==> src/hdl/bfh_pkg.sv <==
// Shared constants, codes and types of the byte frequency histogram.
package bfh_pkg;

  localparam int SYMBOLS_DEF     = 256;
  localparam int COUNT_WIDTH_DEF = 32;

  localparam int SYMBOL_W    = 8;
  localparam int KIND_W      = 2;
  localparam int OUT_COUNT_W = 32;
  localparam int DISTINCT_W  = 9;

  // present-map scan looks at one group of lanes per cycle
  localparam int LANES  = 16;
  localparam int LANE_W = 4;

  localparam int IN_TDATA_W  = 8;
  localparam int OUT_FIELD_W = SYMBOL_W + OUT_COUNT_W + DISTINCT_W;
  localparam int OUT_TDATA_W = ((OUT_FIELD_W + 7) / 8) * 8;
  localparam int OUT_PAD_W   = OUT_TDATA_W - OUT_FIELD_W;

  localparam logic [KIND_W-1:0] KIND_ADD   = 2'd0;
  localparam logic [KIND_W-1:0] KIND_FETCH = 2'd1;
  localparam logic [KIND_W-1:0] KIND_CLEAR = 2'd2;

  typedef enum logic [2:0] {
    ST_IDLE,
    ST_ADD_WR,
    ST_SCAN,
    ST_FETCH_RD,
    ST_HOLD
  } state_t;

  typedef struct packed {
    logic [SYMBOL_W-1:0]    symbol;
    logic [OUT_COUNT_W-1:0] count;
    logic                   entry_valid;
    logic                   last;
    logic [DISTINCT_W-1:0]  distinct;
  } result_t;

  typedef struct packed {
    logic set_en;
    logic clr_all;
  } pmap_cmd_t;

  typedef struct packed {
    logic hit;
    logic last_grp;
  } scan_stat_t;

endpackage

==> src/hdl/bfh_present_scan.sv <==
// Presence bits per symbol and the lane-group search for the next present symbol.
module bfh_present_scan #(
  parameter int SYMBOLS  = bfh_pkg::SYMBOLS_DEF,
  localparam int IDX_W   = $clog2(SYMBOLS),
  localparam int NGROUPS = (SYMBOLS + bfh_pkg::LANES - 1) / bfh_pkg::LANES,
  localparam int GRP_W   = (NGROUPS > 1) ? $clog2(NGROUPS) : 1,
  localparam int PAD_W   = GRP_W + bfh_pkg::LANE_W,
  localparam int CUR_W   = PAD_W + 1
) (
  input  logic                   clk,
  input  logic                   rst_n,
  input  bfh_pkg::pmap_cmd_t     cmd,
  input  logic [IDX_W-1:0]       set_idx,
  input  logic [IDX_W-1:0]       rd_idx,
  output logic                   rd_present,
  input  logic [CUR_W-1:0]       cur,
  output bfh_pkg::scan_stat_t    stat,
  output logic [IDX_W-1:0]       hit_idx
);

  localparam int LANES  = bfh_pkg::LANES;
  localparam int LANE_W = bfh_pkg::LANE_W;
  localparam int PADN   = NGROUPS * LANES;

  logic [SYMBOLS-1:0] present_r;
  logic [SYMBOLS-1:0] present_nxt;
  logic [PADN-1:0]    pad;
  logic [GRP_W:0]     grp;
  logic               in_range;
  logic [GRP_W-1:0]   grp_i;
  logic [LANES-1:0]   lane_bits;
  logic [LANE_W-1:0]  lo;
  logic [LANE_W-1:0]  lane_sel;
  logic               hit;
  logic [PAD_W-1:0]   pidx;

  always_comb begin
    present_nxt = present_r;
    if (cmd.clr_all) begin
      present_nxt = '0;
    end else if (cmd.set_en) begin
      present_nxt[set_idx] = 1'b1;
    end
  end

  always_ff @(posedge clk) begin
    if (!rst_n) begin
      present_r <= '0;
    end else begin
      present_r <= present_nxt;
    end
  end

  assign rd_present = present_r[rd_idx];

  assign pad       = PADN'(present_r);
  assign grp       = cur[CUR_W-1:LANE_W];
  assign lo        = cur[LANE_W-1:0];
  assign in_range  = grp < (GRP_W + 1)'(NGROUPS);
  assign grp_i     = in_range ? grp[GRP_W-1:0] : '0;
  assign lane_bits = in_range ? pad[grp_i * LANES +: LANES] : '0;

  // lowest present lane at or above the cursor wins
  always_comb begin
    hit      = 1'b0;
    lane_sel = '0;
    for (int l = LANES - 1; l >= 0; l--) begin
      if (lane_bits[l] && (LANE_W'(l) >= lo)) begin
        hit      = 1'b1;
        lane_sel = LANE_W'(l);
      end
    end
  end

  assign pidx          = {grp_i, lane_sel};
  assign hit_idx       = pidx[IDX_W-1:0];
  assign stat.hit      = hit;
  assign stat.last_grp = grp >= (GRP_W + 1)'(NGROUPS - 1);

endmodule

==> config.mk <==
export PLATFORM = sky130hd
export DESIGN_NAME = bfh_present_scan
export DESIGN_NICKNAME = d
export VERILOG_FILES = /design/src/hdl/bfh_pkg.sv /design/src/hdl/bfh_present_scan.sv
export SDC_FILE = /design/constraint.sdc
export NUM_CORES = 1
export LEC_CHECK = 0
export BUFFER_PORTS_ARGS = -buffer_cell sky130_fd_sc_hd__buf_2
export CORE_MARGIN = 2
export CORE_UTILIZATION = 50
export CTS_CLUSTER_SIZE = 10
export DETAILED_ROUTE_END_ITERATION = 6
export PLACE_DENSITY = 0.65
export SLEW_MARGIN = 0
export SYNTH_ARGS = -nofsm -noshare
export SYNTH_HDL_FRONTEND = slang
export SYNTH_SLANG_ARGS = --single-unit
export TNS_END_PERCENT = 10
==> constraint.sdc <==
create_clock -name clk -period 4.42 [get_ports clk]
set_input_delay 0.663 -clock clk [delete_from_list [all_inputs] [get_ports clk]]
set_output_delay 0.663 -clock clk [all_outputs]
set_load 0.05 [all_outputs]
# Word-level counts from Yosys, hierarchy flattened
# Cells that the tools add are included.
# word_totals
regBits	256
latchBits	0
ramBits	0
mem_bits_ro	0
in_bits	29
output_inout_bits	11
wordCells	81
n_memories	0
# classes
addsub	0
multipliers	0
n_div	0
magnitude_cmp	21
eq_ne	0
shift	1
mux	38
n_bitwise	2
n_reduce_logical	18
# op_table
operator	count
$or A256 B256 Y256	1
$shiftx A256 B9 Y16	1
$mux W4	17
$ge A4 B4 Y1 const A	8
$lt A8 B9 Y1 const B	2
$mux W1	18
$logic_and A1 B1 Y1	17
$ge A3 B4 Y1 const A	4
$mux W16	1
$bmux W1 S8	1
$demux W1 S8	1
$ge A1 B4 Y1 const A	2
$ge A2 B4 Y1 const A	2
$ge A8 B1 Y1 const B	1
$ge A5 B4 Y1 const B	1
$lt A5 B5 Y1 const B	1
$reduce_or A2 Y1	1
$not A1 Y1	1

# Logic depth before layout (Yosys ltp)
# Gate-level depths: netlist of run 1.
# depth
depth_word	21
ltp_mapped	12
ltp_nobuf	9

# Worst setup path before layout of run 1
# OpenSTA, ideal clock, no wires.
# synth_path
path_type	input -> output
start	input port cur[8]
end	output port hit_idx[0]
arrival_time_ps	3653
t_required_ps	3757
path_slack_ps	104
cell_stages	10
path_buffers	2
cell_sequence	buf_2 > clkbuf_1 > nand2b_1 > clkinv_1 > a21oi_1 > o21ai_1 > a211oi_1 > a221o_1 > a211oi_1 > o31ai_1
# synth_via
elab_chain_len	21
word_cells_on_any_way	36
cone_classes	1 x order compare; 1 x shift; 18 x mux; 16 x reduce/logical
# synth_lines
element	line	text
start, declared	bfh_present_scan.sv:16	input logic [CUR_W-1:0] cur,
$lt A5 B5 Y1 *	bfh_present_scan.sv:59	assign in_range = grp < (GRP_W + 1)'(NGROUPS);
$mux W4 *	bfh_present_scan.sv:60	assign grp_i = in_range ? grp[GRP_W-1:0] : '0;
net hit_idx[5]	bfh_present_scan.sv:18	output logic [IDX_W-1:0] hit_idx
$shiftx A256 B9 Y16 *	bfh_present_scan.sv:61	assign lane_bits = in_range ? pad[grp_i * LANES +: LANES] : '0;
$mux W16 *	bfh_present_scan.sv:61	
$logic_and A1 B1 Y1	bfh_present_scan.sv:68	if (lane_bits[l] && (LANE_W'(l) >= lo)) begin
$mux W4 (15 in series)	bfh_present_scan.sv:68	
$mux W4 *	bfh_present_scan.sv:68	
end, declared	bfh_present_scan.sv:18	
# Mark *: on every way through the listed nets, which the timed path passes. The rest lies on a longest branch.

# Worst setup path in the final report of run 1
# layout_path
start	input port cur[8]
end	output port hit_idx[1]
# layout_via
elab_chain_len	21
word_cells_on_any_way	36
cone_classes	1 x order compare; 1 x shift; 18 x mux; 16 x reduce/logical
# layout_lines
element	line
$lt A5 B5 Y1 *	bfh_present_scan.sv:59
$mux W4	bfh_present_scan.sv:60
$shiftx A256 B9 Y16	bfh_present_scan.sv:61
$mux W16 *	bfh_present_scan.sv:61
$logic_and A1 B1 Y1	bfh_present_scan.sv:68
$mux W4 (15 in series)	bfh_present_scan.sv:68
$mux W4 *	bfh_present_scan.sv:68
# Every way passes the cells marked *; elsewhere a longest branch is shown, timed or not.

==> results of run 1 <==
-- tightest hold or removal path, cell delays in order (launching register included) --
cell     delay [ns]
dfxtp_1        0.34
a21oi_1        0.05
nor2_1         0.07
-- path summary, 6_finish.rpt --
path / end / startpoint / slack, ns / cells past startpoint
setup / recovery: hit_idx[1] / cur[8] / 0.09 / 10
hold / removal: pad[6] / pad[6] / 0.49 / 2
setup reg to reg: pad[250] / pad[250] / 3.71 / 2
hold reg to reg: pad[6] / pad[6] / 0.49 / 2
-- cell usage after synthesis (all sizes together) (2+ instances only) --
cell type  number  area share, %
a2111oi         7           0.63
o2111ai         2           0.14
mux2i          29            2.3
o31ai           4           0.24
mux4          110             20
dfxtp         256             40
nor3b           5           0.30
nand3           2          0.079
a21o            4           0.24
clkinv          2          0.059
o22ai           4           0.20
a221oi         17            1.2
a311oi          3           0.21
buf            41            2.0
o21ai          14           0.55
inv            16           0.47
o32ai           2           0.14
nor4            3           0.15
a211oi         12           0.71
o221ai         10           0.69
o21bai          3           0.18
a22oi           8           0.47
nor3           23           0.91
a2bb2oi         4           0.28
clkbuf         77            2.3
or2            18           0.89
a22o            4           0.28
nor2b          17           0.84
nand3b          2           0.12
and2           12           0.59
nand2          26           0.77
a21oi         268             11
o221a           7           0.62
nand2b         19           0.94
nor2          284            8.4
or3             6           0.30
o21a            3           0.18
-- timing repair --
| action | 4_1_cts | 5_1_grt |
|---|---|---|
| setup endpoints to repair | 0 | 1 |
| gates resized for setup | 0 | 1 |
| hold buffers | 0 | 0 |
-- per-layer routing --
metal  vias to the layer above  part of all wire, %  global-route usage, %
li1                       4927                    -                      -
met1                      5467                   40                   43.0
met2                       705                   45                   49.0
met3                       110                   11                   7.64
met4                         0                  4.2                   12.5
met5                         -                    0                      0
-- report_power, final --
part           switching [µW]  total, µW  internal, µW
clock                     919       2170          1260
combinational             343        504           161
sequential               1.75       2310          2310
total                    1260       4990          3730
-- area by class of cell --
class / instances / area, µm²
diodes: 1 / 2.50
clock buffers: 38 / 812
clock inverters: 2 / 10.0
fillers: 2247 / 10900
inverters: 18 / 67.6
multi-input cells: 950 / 7030
flip-flops and latches: 256 / 5120
well taps: 330 / 413
repair buffers: 99 / 713
-- per-stage QoR --
| stage | utilization [%] | hold slack [ns] | power (µW) | cells | cell area, µm² |
|---|---|---|---|---|---|
| 2_1_floorplan | - | 0.445 | 2700 | 1342 | 12700 |
| 3_3_place_gp | 53.3 | 0.465 | 2850 | 1653 | 13300 |
| 3_5_place_dp | 53.3 | 0.479 | 2860 | 1653 | 13300 |
| 4_1_cts | 56.6 | 0.492 | 5000 | 1693 | 14200 |
| 5_1_grt | 56.6 | 0.514 | 5120 | 1694 | 14200 |
| 6_report | 56.6 | 0.494 | 4990 | 1694 | 14200 |
-- layout by cell type, fill, tap and decap left out, types with 4 or more instances in the layout --
cell / Yosys / layout
a211oi_1: 12 / 12
a21o_1: 4 / 4
a21oi_1: 268 / 268
a221oi_1: 17 / 17
a22o_1: 4 / 4
a22oi_1: 8 / 8
a2bb2oi_1: 4 / 4
and2_0: 7 / 7
and2_1: 5 / 5
buf_12: 0 / 5
buf_2: 19 / 37
buf_4: 7 / 57
clkbuf_1: 77 / 6
clkbuf_16: 0 / 31
dfxtp_1: 256 / 256
inv_1: 13 / 13
mux2i_1: 29 / 29
mux4_2: 110 / 110
nand2_1: 26 / 26
nand2b_1: 19 / 18
nor2_1: 284 / 283
nor2b_1: 17 / 17
nor3_1: 23 / 13
nor3_2: 0 / 10
nor3b_1: 5 / 5
o21ai_0: 12 / 12
o221a_2: 7 / 7
o221ai_1: 10 / 10
o22ai_1: 4 / 4
o31ai_1: 4 / 4
or2_0: 13 / 13
or3_1: 6 / 6
-- cells by family (layout without fill, tap and decap cells) --
kind of cell / after synthesis / in the layout
compound gates: 389 / 389
buf+inv: 136 / 157
flops: 256 / 256
mux: 140 / 140
other cells: 0 / 1
simple gates: 421 / 421
==> run metrics, run 1 <==
status finished clean; critical path startpoint category primary input; Worst Path Arrival 3.67 ns; CP bufs+invs 3; pwr dens 352 mW/mm²; Die Y-Extent 163 µm; Post-synth EDFFs 0; Hold Path Class register to register; Maximum Capacitance Violations 0; Lkg Pwr 0.00487 µW; I/O pins 40; DRC violations left 0; post-synthesis mux area share 21.9%; post-DR vias/cell 6.62; Final min period 4.33 ns; # setup viols final 0; CP max stage cell a221oi_1; fraction of registers with async set/reset 0%; Simple-Gate Fraction of Synth Area 14.5%; kind of critical path primary input to output port; PortBufs 39; core box area 0.0250 mm²; Worst path max stage delay 0.50 ns; biggest fanout along the worst timing path 26; RSZ-0062 raised after global routing false; initial core utilization 50.7%; global-route usage over all layers 31.7%; number of global-route vias before repair 10,742; Pre-Repair DR Iteration Count 6; Seq cells post-synth 256; routed via count 11,209; Syn Area/Cell 9.46 µm²; Syn Inst Count 1,342; max reg flops 256; H-tree depth 1; YS warnings 0; post-synthesis net count 1,371; post-route ant nets 0; Cell variety after synth 64; die area 0.0267 mm²; # rows 58; Syn Std Cell Area 0.0127 mm²; drt total wl 42,100 µm; largest net degree at the start of global routing 109; main combinational cell family by area after synthesis multiplexers; Max clock buf depth 3; GR Overflow Total 0; Slew @ Worst Pin 1.22 ns; Post-DP HPWL 29,400 µm; initial antenna violation count 1; CTS tree done; Synth Area in Adders 0%; Worst-Skew Late Latency 0.55 ns; fin nets 1,384; Hold Fails Final Rpt 0; skew final 0 ns; Rel. slew slack 18.5%; Worst Setup Slack post-DPL 0.161 ns; commonest register cell after synthesis dfxtp_1; ratio of cells with drive above 1 in the final layout 20.2%; Clock transition at path regs 0.06 ns; Worst Slack Setup Final 0.0862 ns; total negative setup slack 0 ns; sequential share of the synthesized area 40.4%; gpl congestion 1.02; Die Wd 163 µm; Post-Synth XOR/XNOR Area 0%; CP Cell Sequence buf_2, nand2b_1, clkinv_1, a211oi_1, o21ai_0, a221oi_1, or2_2, a221oi_1, o32ai_1, buf_2; initial drt markers 1,313; maximum vdd drop 0.000305 V; Slew Limit Fails 0; setup bufs post-CTS 0; Worst EP required 3.76 ns; Area growth, synth to finish 11.6%; first-pass GRT wire length 64,400 µm; Clock Sinks 256; Crit. End Element output port; detailed-route wire length per cell 24.8 µm; crit share post-route 98.0%; Compound-Gate Fraction of Synth Area 18.4%; top cell family by delay on the critical path compound AO/OA/AOI/OAI gates; Fmax 231 MHz; Root Buffer Master clkbuf_16; CTS Buf Count 30
No activity file was read; power rests on OpenSTA's default activity.
==> inputs of run 2 (changes only) <==
--- a/config.mk
+++ b/config.mk
@@ -6,11 +6,13 @@
 export NUM_CORES = 1
 export LEC_CHECK = 0
 export BUFFER_PORTS_ARGS = -buffer_cell sky130_fd_sc_hd__buf_2
+export CELL_PAD_IN_SITES_DETAIL_PLACEMENT = 1
+export CELL_PAD_IN_SITES_GLOBAL_PLACEMENT = 2
 export CORE_MARGIN = 2
-export CORE_UTILIZATION = 50
+export CORE_UTILIZATION = 43
 export CTS_CLUSTER_SIZE = 10
 export DETAILED_ROUTE_END_ITERATION = 6
-export PLACE_DENSITY = 0.65
+export PLACE_DENSITY = 0.83
 export SLEW_MARGIN = 0
 export SYNTH_ARGS = -nofsm -noshare
 export SYNTH_HDL_FRONTEND = slang
==> run 2 against run 1 <==
The run now ends with slew limit left. Sequential cell count unchanged. Sequential share of layout area shrank 0.22 points. Combinational power increased by 3%. First-iteration DRC count fell by 16%. Clock skew is the same. Critical path depth decreased by 1. Maximum frequency up 2.0%. Hold slack better by 0.0027 ns. Sequential power is essentially flat. Wire length rose by 11%. Utilization decreased by 7.2 points. Critical path type unchanged.
==> run metrics, run 2 (synthesis results as in run 1) <==
H-tree depth 1 (unchanged); global-route usage over all layers 30.3% (-1.4 points); reg-to-reg critical path startpoint pad[139]; initial core utilization 44.0% (-6.7 points); Worst EP required 3.76 ns (about the same); Max clock buf depth 3 (unchanged); pwr dens 355 mW/mm² (+0.74%); initial antenna violation count 1 (unchanged); Comb power frac 10.2% (about the same); Post-DP HPWL 32,600 µm (+11%); Lkg Pwr 0.00487 µW (about the same); skew final 0 ns (unchanged); Area growth, synth to finish 12.3%; Final min period 4.25 ns (-0.0870 ns); max reg flops 256 (unchanged); Rel. slew slack -10.3% (-29 points); Seq pwr share 45.7% (-0.6 points); Maximum Capacitance Violations 0 (unchanged); # rows 62 (+6.9%); RR Endpoint pad[139]; Clock transition at path regs 0.05 ns (about the same); Worst Path Arrival 3.58 ns (-0.09 ns); Placed Area 0.0134 mm² (+0.56%); switching fraction of total power 25.9% (+0.58 points); largest net degree at the start of global routing 257 (+140%); number of global-route vias before repair 11,415 (+6.3%); Die Y-Extent 176 µm (+7.6%); Crit. End Element output port; Worst-Skew Late Latency 0.56 ns (about the same); die area 0.0309 mm² (+16%); core box area 0.0289 mm² (+15%); post-route ant nets 0 (unchanged); Hold Path Class register to register; biggest fanout along the worst timing path 16 (-38%); drt total wl 46,700 µm (+11%); hold_ws 0.496 ns (+0.00275 ns); # fillers 3,303 (+47%); Fmax 235 MHz (+2.0%); post-route cell area 0.0143 mm² (+0.62%); first-pass GRT wire length 71,300 µm (+11%); CTS Buf Count 30 (unchanged); Ant. Diodes 0 (-1); post-DR vias/cell 6.43 (-2.8%); Clock Sinks 256 (unchanged); critical path startpoint category primary input; Pint 3750 µW (+0.57%); kind of critical path primary input to output port; CP endpoint hit_idx[0]; fin nets 1,382 (-0.14%); GR Overflow Total 0 (unchanged); HP Start pad[189]; RSZ-0062 raised after global routing false; DRC violations left 0 (unchanged); Slew @ Worst Pin 1.66 ns (+0.439 ns); Hold Fails Final Rpt 0 (unchanged); detailed-route wire length per cell 26.7 µm (+7.7%); flop2flop setup slack 3.68 ns (-0.03 ns); most common cell after layout, fill and taps aside nor2_1; Die Wd 176 µm (+7.6%); Root Buffer Master clkbuf_16; status finished with violations; placed cell count 1,705 (+3.1%); total negative setup slack 0 ns (unchanged); failing checks slew limit; routed via count 11,227 (+0.16%); Psw 1310 µW (+3.7%); I/O pins 40 (unchanged); # setup viols final 0 (unchanged); Slew Limit Fails 109 (+109); gpl congestion 0.952 (-6.5%); ratio of cells with drive above 1 in the final layout 20.5% (+0.24 points); reg2reg path depth 2 (unchanged); initial drt markers 1,105 (-16%); Clk pwr share 44.1% (+0.5 points); Pre-Repair DR Iteration Count 5 (-1); Post-Layout Cell Count 1,746 (+3.1%); commonest non-fill, non-tap cells in the layout 279 x nor2_1, 268 x a21oi_1, 256 x dfxtp_1; PortBufs 39 (unchanged); crit share post-route 96.1% (-2.0 points); CP startpoint cur[8]; CTS tree done; maximum vdd drop 0.000307 V (+0.55%); Post-Route Utilization 49.4% (-7.2 points)
run 2: how the worst min path moves through the flow:
| stage | to | slack [ns] | depth (start not counted) |
|---|---|---|---|
| detailed placement | pad[85] | 0.48 | 2 |
| CTS | pad[162] | 0.50 | 2 |
| global route | pad[92] | 0.52 | 2 |
| finish | pad[189] | 0.50 | 2 |
| floorplan | pad[133] | 0.45 | 2 |
| global placement | pad[208] | 0.46 | 2 |
run 2: through the flow:
stage	setup WS (ns)	power [µW]
floorplan	0.104	2700
global placement	0.244	2870
detailed placement	0.201	2870
CTS	0.194	5090
global route	0.0285	5210
finish	0.173	5060
run 2: critical path, cell delays in order:
cell and delay, ns:
buf_2 0.23, o21ba_2 0.59, o221a_2 0.28, a22oi_1 0.11
a2111oi_2 0.65, or3_1 0.20, a211oi_1 0.06, o31ai_1 0.45
buf_2 0.35
run 2: power groups by stage:
stage / clock, µW / sequential, µW / combinational (µW)
after global placement: 0 / 2360 / 507
after floorplan: 0 / 2360 / 336
after detailed placement: 0 / 2360 / 510
final: 2230 / 2310 / 518
after global routing: 2360 / 2310 / 545
after CTS: 2270 / 2310 / 512
run 2: what timing repair did:
| action | in CTS | in global routing |
|---|---|---|
| endpoints found under the setup margin | 0 | 3 |
| endpoints found under the hold margin | 0 | 0 |
| gates resized for setup | 0 | 2 |
| setup buffers | 0 | 0 |
| hold buffers | 0 | 0 |
run 2: layout make-up:
class / instances / area, µm² / area share (%)
Tap cell: 384 / 480 / 3.37
Sequential cell: 256 / 5120 / 35.9
Timing Repair Buffer: 97 / 711 / 4.98
Clock buffer: 40 / 830 / 5.82
Multi-Input combinational cell: 950 / 7040 / 49.4
Clock inverter: 1 / 5.00 / 0.0351
Inverter: 18 / 67.6 / 0.474
run 2: per-layer routing:
layer | vias to the layer above | share of wire, % | track usage [%] | wire length, µm
met4 | 2 | 3.2 | 9.95 | 1510
met2 | 438 | 47 | 49.4 | 22000
met5 | - | 0.028 | 0 | 13
li1 | 4919 | - | - | -
met1 | 5768 | 43 | 41.1 | 20200
met3 | 100 | 6.5 | 5.02 | 3040
